===== src/pla_pkg.sv =====
// pla_pkg: shared field widths, request and status codes and reset constants
// for the positional array list
// no dependencies
package pla_pkg;

    // fixed field widths
    localparam int DATA_W = 32;
    localparam int POS_W  = 6;
    localparam int CNT_W  = 7;
    localparam int REQ_W  = 2;

    // request codes
    typedef logic [REQ_W-1:0] t_req;
    localparam t_req REQ_INSERT = 2'd0;
    localparam t_req REQ_REMOVE = 2'd1;
    localparam t_req REQ_GET    = 2'd2;

    // status codes
    localparam logic STAT_OK   = 1'b0;
    localparam logic STAT_FAIL = 1'b1;

    // capacity after reset
    localparam logic [CNT_W-1:0] CAP_RESET = 7'd64;

endpackage


===== src/pla_ram.sv =====
// pla_ram: generic single-clock ram, one write port and one read port,
// read data registered; contents undefined until written
// no dependencies
module pla_ram #(
    parameter int WIDTH = 32,
    parameter int DEPTH = 64
) (
    input  logic                                     i_clk,
    input  logic                                     i_we,
    input  logic [((DEPTH > 1) ? $clog2(DEPTH) : 1)-1:0] i_waddr,
    input  logic [WIDTH-1:0]                         i_wdata,
    input  logic [((DEPTH > 1) ? $clog2(DEPTH) : 1)-1:0] i_raddr,
    output logic [WIDTH-1:0]                         o_rdata
);

    logic [WIDTH-1:0] r_mem [DEPTH];
    logic [WIDTH-1:0] r_rdata;

    // write port and registered read port
    always_ff @(posedge i_clk) begin
        if (i_we) begin
            r_mem[i_waddr] <= i_wdata;
        end
        r_rdata <= r_mem[i_raddr];
    end

    assign o_rdata = r_rdata;

endmodule


===== src/positional_array_list.sv =====
// positional_array_list: bounded ordered list of signed 32-bit values
// with insert, remove and get at a position
// depends on pla_pkg and pla_ram
//
// Usage:
//   Requests enter on the in channel (i_in_valid / o_in_ready) with a request
//   type, a position and a data word. Each request gives exactly one result
//   word on the out channel (o_out_valid / i_out_ready): read value, status and
//   the list length after the request.
//   The entries live in one ram with registered read. An insert or remove moves
//   N entries (N = length - position, or one less for a remove), one ram read
//   and one write per cycle; an insert then writes its new entry. A get reads
//   one entry and a failed request touches no entry. One request is worked on
//   at a time; the next request is taken as soon as the result sits in the
//   output register, even while the receiver stalls it. A stalled result holds
//   until taken, and the block then takes no new request after the one behind
//   it until it drains. Reset empties the list and sets capacity to 64; no
//   clearing pass is needed. Capacity (i_cfg_we / i_cfg_wdata) must be written
//   only while the block is idle; the block itself does not enforce this.
module positional_array_list #(
    parameter int DEPTH = 64
) (
    input  logic                               i_clk,
    input  logic                               i_rst_n,
    // configuration
    input  logic                               i_cfg_we,
    input  logic [pla_pkg::CNT_W-1:0]          i_cfg_wdata,
    // request channel
    input  logic                               i_in_valid,
    output logic                               o_in_ready,
    input  logic [pla_pkg::REQ_W-1:0]          i_req_type,
    input  logic [pla_pkg::POS_W-1:0]          i_position,
    input  logic signed [pla_pkg::DATA_W-1:0]  i_data_in,
    // result channel
    output logic                               o_out_valid,
    input  logic                               i_out_ready,
    output logic signed [pla_pkg::DATA_W-1:0]  o_read_value,
    output logic                               o_status,
    output logic [pla_pkg::CNT_W-1:0]          o_length
);

    localparam int AW        = (DEPTH > 1) ? $clog2(DEPTH) : 1;
    localparam int CntMax    = (1 << pla_pkg::CNT_W) - 1;
    localparam int LimMaxInt = (DEPTH > CntMax) ? CntMax : DEPTH;
    localparam logic [pla_pkg::CNT_W-1:0] LIM_MAX = LimMaxInt[pla_pkg::CNT_W-1:0];

    typedef enum logic [1:0] {
        S_IDLE,
        S_SHIFT,
        S_GETW,
        S_DONE
    } t_state;

    t_state                            r_state, n_state;
    logic [pla_pkg::CNT_W-1:0]         r_cap, n_cap;
    logic [pla_pkg::CNT_W-1:0]         r_count, n_count;
    pla_pkg::t_req                     r_op, n_op;
    logic [AW-1:0]                     r_pos, n_pos;
    logic signed [pla_pkg::DATA_W-1:0] r_data, n_data;
    logic [AW-1:0]                     r_src, n_src;
    logic [AW-1:0]                     r_wdst, n_wdst;
    logic [pla_pkg::CNT_W-1:0]         r_left, n_left;
    logic                              r_rd_vld, n_rd_vld;
    logic signed [pla_pkg::DATA_W-1:0] r_val, n_val;
    logic                              r_stat, n_stat;
    logic                              r_ovalid, n_ovalid;
    logic signed [pla_pkg::DATA_W-1:0] r_oval, n_oval;
    logic                              r_ostat, n_ostat;
    logic [pla_pkg::CNT_W-1:0]         r_olen, n_olen;

    logic [pla_pkg::CNT_W-1:0] c_lim;
    logic [pla_pkg::CNT_W-1:0] c_pos;
    logic                      c_acc;
    logic                      c_ok;
    logic                      c_issue;
    logic                      c_fin;

    logic                      ram_we;
    logic [AW-1:0]             ram_waddr;
    logic [pla_pkg::DATA_W-1:0] ram_wdata;
    logic [AW-1:0]             ram_raddr;
    logic [pla_pkg::DATA_W-1:0] ram_rdata;

    // entry store
    pla_ram #(
        .WIDTH (pla_pkg::DATA_W),
        .DEPTH (DEPTH)
    ) u_ram (
        .i_clk   (i_clk),
        .i_we    (ram_we),
        .i_waddr (ram_waddr),
        .i_wdata (ram_wdata),
        .i_raddr (ram_raddr),
        .o_rdata (ram_rdata)
    );

    // request check against current count and limit
    always_comb begin
        c_lim = (r_cap < LIM_MAX) ? r_cap : LIM_MAX;
        c_pos = {1'b0, i_position};
        c_acc = i_in_valid && o_in_ready;
        case (i_req_type)
            pla_pkg::REQ_INSERT: c_ok = (r_count < c_lim) && (c_pos <= r_count);
            pla_pkg::REQ_REMOVE: c_ok = (c_pos < r_count);
            pla_pkg::REQ_GET:    c_ok = (c_pos < r_count);
            default:             c_ok = 1'b0;
        endcase
    end

    // shift sequencer ram controls: read one entry ahead, write it back moved
    always_comb begin
        c_issue   = (r_state == S_SHIFT) && (r_left != '0);
        c_fin     = (r_state == S_SHIFT) && (r_left == '0) && !r_rd_vld;
        ram_raddr = (r_state == S_IDLE) ? AW'(i_position) : r_src;
        ram_we    = (r_state == S_SHIFT) &&
                    (r_rd_vld || (c_fin && (r_op == pla_pkg::REQ_INSERT)));
        ram_waddr = r_rd_vld ? r_wdst : r_pos;
        ram_wdata = r_rd_vld ? ram_rdata : r_data;
    end

    // next state
    always_comb begin
        n_state  = r_state;
        n_cap    = i_cfg_we ? i_cfg_wdata : r_cap;
        n_count  = r_count;
        n_op     = r_op;
        n_pos    = r_pos;
        n_data   = r_data;
        n_src    = r_src;
        n_wdst   = r_wdst;
        n_left   = r_left;
        n_rd_vld = 1'b0;
        n_val    = r_val;
        n_stat   = r_stat;
        n_ovalid = r_ovalid && !i_out_ready;
        n_oval   = r_oval;
        n_ostat  = r_ostat;
        n_olen   = r_olen;

        case (r_state)
            S_IDLE: begin
                if (c_acc) begin
                    n_op   = i_req_type;
                    n_pos  = AW'(i_position);
                    n_data = i_data_in;
                    n_val  = '0;
                    n_stat = c_ok ? pla_pkg::STAT_OK : pla_pkg::STAT_FAIL;
                    n_state = S_DONE;
                    if (c_ok) begin
                        case (i_req_type)
                            pla_pkg::REQ_INSERT: begin
                                n_count = r_count + 7'd1;
                                n_left  = r_count - c_pos;
                                n_src   = AW'(r_count - 7'd1);
                                n_state = S_SHIFT;
                            end
                            pla_pkg::REQ_REMOVE: begin
                                n_count = r_count - 7'd1;
                                n_left  = r_count - c_pos - 7'd1;
                                n_src   = AW'(c_pos + 7'd1);
                                n_state = S_SHIFT;
                            end
                            pla_pkg::REQ_GET: begin
                                n_state = S_GETW;
                            end
                            default: begin
                                n_state = S_DONE;
                            end
                        endcase
                    end
                end
            end
            S_SHIFT: begin
                if (c_issue) begin
                    n_rd_vld = 1'b1;
                    n_left   = r_left - 7'd1;
                    if (r_op == pla_pkg::REQ_INSERT) begin
                        n_src  = r_src - AW'(1);
                        n_wdst = r_src + AW'(1);
                    end else begin
                        n_src  = r_src + AW'(1);
                        n_wdst = r_src - AW'(1);
                    end
                end
                if (c_fin) begin
                    n_state = S_DONE;
                end
            end
            S_GETW: begin
                n_val   = ram_rdata;
                n_state = S_DONE;
            end
            S_DONE: begin
                if (!r_ovalid || i_out_ready) begin
                    n_ovalid = 1'b1;
                    n_oval   = r_val;
                    n_ostat  = r_stat;
                    n_olen   = r_count;
                    n_state  = S_IDLE;
                end
            end
            default: begin
                n_state = S_IDLE;
            end
        endcase
    end

    // state and registered outputs
    always_ff @(posedge i_clk) begin
        if (!i_rst_n) begin
            r_state  <= S_IDLE;
            r_cap    <= pla_pkg::CAP_RESET;
            r_count  <= '0;
            r_left   <= '0;
            r_rd_vld <= 1'b0;
            r_ovalid <= 1'b0;
        end else begin
            r_state  <= n_state;
            r_cap    <= n_cap;
            r_count  <= n_count;
            r_left   <= n_left;
            r_rd_vld <= n_rd_vld;
            r_ovalid <= n_ovalid;
        end
        r_op    <= n_op;
        r_pos   <= n_pos;
        r_data  <= n_data;
        r_src   <= n_src;
        r_wdst  <= n_wdst;
        r_val   <= n_val;
        r_stat  <= n_stat;
        r_oval  <= n_oval;
        r_ostat <= n_ostat;
        r_olen  <= n_olen;
    end

    assign o_in_ready   = (r_state == S_IDLE);
    assign o_out_valid  = r_ovalid;
    assign o_read_value = r_oval;
    assign o_status     = r_ostat;
    assign o_length     = r_olen;

    // count never passes the largest possible limit
    a_count_max: assert property (@(posedge i_clk) disable iff (!i_rst_n)
        r_count <= LIM_MAX)
        else $error("list count above limit");

    // a successful insert grows the list by one
    a_insert_grow: assert property (@(posedge i_clk) disable iff (!i_rst_n)
        (c_acc && c_ok && (i_req_type == pla_pkg::REQ_INSERT))
        |=> (r_count == $past(r_count) + 7'd1))
        else $error("insert did not grow count");

    // moves remain only while shifting
    a_left_idle: assert property (@(posedge i_clk) disable iff (!i_rst_n)
        (r_state != S_SHIFT) |-> (r_left == '0))
        else $error("pending moves outside shift");

    // a failed word carries a zero value
    a_fail_zero: assert property (@(posedge i_clk) disable iff (!i_rst_n)
        (o_out_valid && (o_status == pla_pkg::STAT_FAIL)) |-> (o_read_value == '0))
        else $error("failed word with nonzero value");

endmodule


===== config.mk =====
export PLATFORM = sky130hd
export DESIGN_NAME = positional_array_list
export DESIGN_NICKNAME = d
export VERILOG_FILES = /design/src/pla_pkg.sv /design/src/pla_ram.sv /design/src/positional_array_list.sv
export SDC_FILE = /design/constraint.sdc
export NUM_CORES = 2
export LEC_CHECK = 0
export BUFFER_PORTS_ARGS = -buffer_cell sky130_fd_sc_hd__buf_2
export CAP_MARGIN = 10
export CORE_UTILIZATION = 38
export CTS_BUF_LIST = sky130_fd_sc_hd__clkbuf_8
export CTS_CLUSTER_DIAMETER = 30
export CTS_CLUSTER_SIZE = 28
export DETAILED_ROUTE_END_ITERATION = 16
export PLACE_DENSITY = 0.53
export SKIP_LAST_GASP = 1
export SYNTH_ARGS = -nofsm -noshare
export SYNTH_HDL_FRONTEND = slang
export SYNTH_HIERARCHICAL = 1
export SYNTH_SLANG_ARGS = --single-unit

===== constraint.sdc =====
create_clock -name i_clk -period 14.3 [get_ports i_clk]
set_clock_uncertainty 0.15 [all_clocks]
set_input_delay 1.43 -clock i_clk [delete_from_list [all_inputs] [get_ports i_clk]]
set_output_delay 1.43 -clock i_clk [all_outputs]
set_load 0.01 [all_outputs]

==> impl_results.md <==
- Die Height: 477 um
- Drt pass-1 iters: 6
- Critical Path Source Type: flop
- Slew @ Worst Pin: 1.24 ns
- CTS Buf Count: 444
- Routed Antenna Nets: 0
- Ys async rst share: 0%
- Mean post-synth cell area: 22.1 um2
- CP max stage cell: o21ai_4
- Yosys Warn Count: 6
- Largest net degree at the start of global routing: 115
- Status: complete, no violations
- DR iter-0 viols: 3970
- CTS tree: built
- Cells on worst reg2reg path: 11
- Hold path endpoint: o_read_value[7]
- Seq pwr share: 39.5%
- Worst endpoint required time: 15.03 ns
- Commonest cells after routing, fill and taps aside: edfxtp_1, mux4_2, clkbuf_8, buf_4, nor2_1
- Hold Path Origin: r_val[7]
- Drt total wl: 239 mm
- Cell Area, Synth: 85800 um2
- Worst min-delay path class: flop to flop
- Reg2reg start: r_state[0]
- Routed len/inst: 31.0 um
- Fin nets: 4434
- Worst setup path class: flop to flop
- Crit end category: flop
- Top layer in use: met4
- Worst-path maximum fanout: 80
- First-pass GRT wire length: 337 mm
- Post-DP HPWL: 129 mm
- Post-synth EDFFs: 2173
- Unrepaired setup endpoints after global routing: no
- Post-CTS Setup Inserts: 0
- Worst rel slew slack: 17.3%
- Max Transition Viols Final: 0
- Sw frac: 30.8%
- CTS max path bufs: 4
- Routability cong.: 0.786
- Leakage power: 0.0320 uW
- Max-cap viol count: 0
- Final setup vio count: 0
- Commonest non-fill, non-tap cell in the layout: edfxtp_1
- WL met2: 116 mm
- Number of global-route vias before repair: 43900
- Comb pwr share: 25.9%
- Yosys cell types: 77
- Worst path bufs/invs: 4
- Reg clk slew, reported paths: 0.06 ns
- Mapped Cells: 3889
- Main synth FF type: edfxtp_1
- Filler instances: 19000
- Pint: 14100 uW
- Final Cycle Share: 42.0%
- Vias: 42600
- Tmin final: 6.00 ns
- Die W: 477 um
- Max stage delay on crit path: 0.83 ns
- Initial antenna violation count: 7
- DR WL met3: 14.6 mm
- Critical path launch point: r_state[0]
- Congestion Overflow GR: 0
- Crit path cell chain: inv_1 -> ha_1 -> o21ai_4 -> buf_12 -> buf_4 -> buf_4 -> mux4_2 -> mux2i_1 -> a21oi_1 -> a21oi_1 -> nor2_1
- Share of cells above drive strength 1: 34.3%
- Worst VDD drop: 0.000168 V
- Mapped Nets: 3971
- Core area: 224000 um2
- PwrDens: 203 nW/um2
- Final hold violation count: 0
- Worst hold path stage count: 0
- Reg-to-reg endpoint: u_ram/o_rdata[23]
- Initial Util: 38.2%
- Yosys reg bits: 2230
- Placed cell area: 90600 um2
- Clock root buffer: clkbuf_8
- Clk_lat worst skew: 1.08 ns
- Post-CTS Hold Fix Bufs: 0
- Routed vias/inst: 5.53
- Arr. time, crit path: 6.73 ns
- Seq/Total Area, Yosys: 77.4%
- Area grow syn2layout: 17.0%
- Largest delay share family, worst path: buffers and inverters
- CTS sink cnt: 2230
- IO Count: 94
- Setup TNS Final: 0 ns
- Length of routed wiring on met1: 102 mm
- Sw Pwr: 6260 uW
- Fmax: 0.167 GHz
- Site Rows: 174
- DRC viols: 0
- CTS resizes: 0
- Port buffer count: 93
- Total GRT Usage: 20.9%
- H-Tree Depth: 5
- Final instance area: 100000 um2
- Clk pwr share: 34.5%
- Die footprint: 228000 um2
- R2r setup slk: 8.30 ns
power groups by stage:
stage | combinational, uW | clock (uW) | sequential, uW
global placement | 5340 | 0 | 8180
floorplan | 3610 | 0 | 8050
finish | 5270 | 7020 | 8040
detailed placement | 5370 | 0 | 8180
global route | 5610 | 7450 | 8050
CTS | 5380 | 7160 | 8050
per-layer routing:
layer	vias to the layer above	global-route usage, %
met4	0	6.26
met5	-	0
met1	23200	28.7
met3	387	3.95
li1	17500	-
met2	1566	33.7
worst max path at each step:
stage,cells after the start,to,slack (ns)
2_1_floorplan,9,u_ram/r_mem[48][0],9.62
3_3_place_gp,10,u_ram/o_rdata[9],7.83
3_5_place_dp,10,u_ram/o_rdata[9],7.84
4_1_cts,10,u_ram/o_rdata[9],8.11
5_1_grt,10,u_ram/o_rdata[9],7.85
6_report,11,u_ram/o_rdata[23],8.30
layout make-up:
cell class,instances,area [um2],area share [%]
Sequential cell,2230,66400,66.2
Multi-Input combinational cell,1426,18800,18.8
Clock buffer,456,6280,6.25
Tap cell,2992,3740,3.73
Clock inverter,349,3470,3.45
Timing Repair Buffer,221,1520,1.52
Inverter,29,109,0.108
Antenna cell,4,10.0,0.00997
registers in the layout (all words and copies together) (netlist names), 7 cells and up:
register       cells
u_ram/r_mem     2048
o_read_value      32
r_data            32
r_val             32
u_ram/o_rdata     32
o_length           7
r_cap              7
r_count            7
r_left             7
logic make-up (layout without fill, tap and decap cells):
kind of cell               after synthesis  count (layout)  synth area share [%]
and+or+nand+nor                        383             383                  2.14
buffers and inverters                  233            1055                  1.27
xor gates and xnor gates                24              24                 0.245
DFF                                   2230            2230                  77.4
adders and majority gates               30              30                 0.446
AOI/OAI and AO/OA                      297             297                  2.41
other                                    0               4                     0
muxes                                  692             692                  16.1
metrics by stage:
| step | power, uW | utilization [%] | setup slack [ns] | cells | hold WS (ns) |
|---|---|---|---|---|---|
| 5_1_grt | 21100 | 44.7 | 7.85 | 7705 | 0.265 |
| 3_3_place_gp | 13500 | 40.3 | 7.83 | 6895 | 0.251 |
| 3_5_place_dp | 13500 | 40.3 | 7.84 | 6896 | 0.255 |
| 2_1_floorplan | 11700 | - | 9.62 | 3889 | 0.250 |
| 4_1_cts | 20600 | 44.7 | 8.11 | 7701 | 0.269 |
| 6_report | 20300 | 44.7 | 8.30 | 7707 | 0.266 |
synth_stat cells (4+ instances only):
library cell     n  area [um2]
xnor2_1         15         131
o22ai_1         88         551
o31ai_1          5        37.5
ha_1            29         363
mux2i_1        105        1050
and2_1          34         213
buf_2           61         305
a311oi_1         8        70.1
nand3_1         16        80.1
nand2_1         58         218
a41o_1           4        40.0
nand3b_1         8        60.1
o21ai_1          6        30.0
o32ai_1          6        52.6
nor2b_1         21         131
nand2b_1        12        75.1
dfxtp_1         57        1140
nor3_1          23         115
nor2_1         169         634
edfxtp_1      2173       65300
o221ai_1        27         236
mux4_2         544       12300
o211ai_1         5        37.5
xor2_1           9        78.8
buf_4           26         195
a31oi_1          4        25.0
mux2_2          43         484
o21ai_0         17        85.1
or3_1            9        56.3
or3b_2           4        35.0
and3_1           6        37.5
buf_6            5        56.3
inv_1           26        97.6
buf_1           26        97.6
clkbuf_1        86         323
a21oi_1         79         395
a22oi_1         16         120
Power figures use the tool's default switching activity.
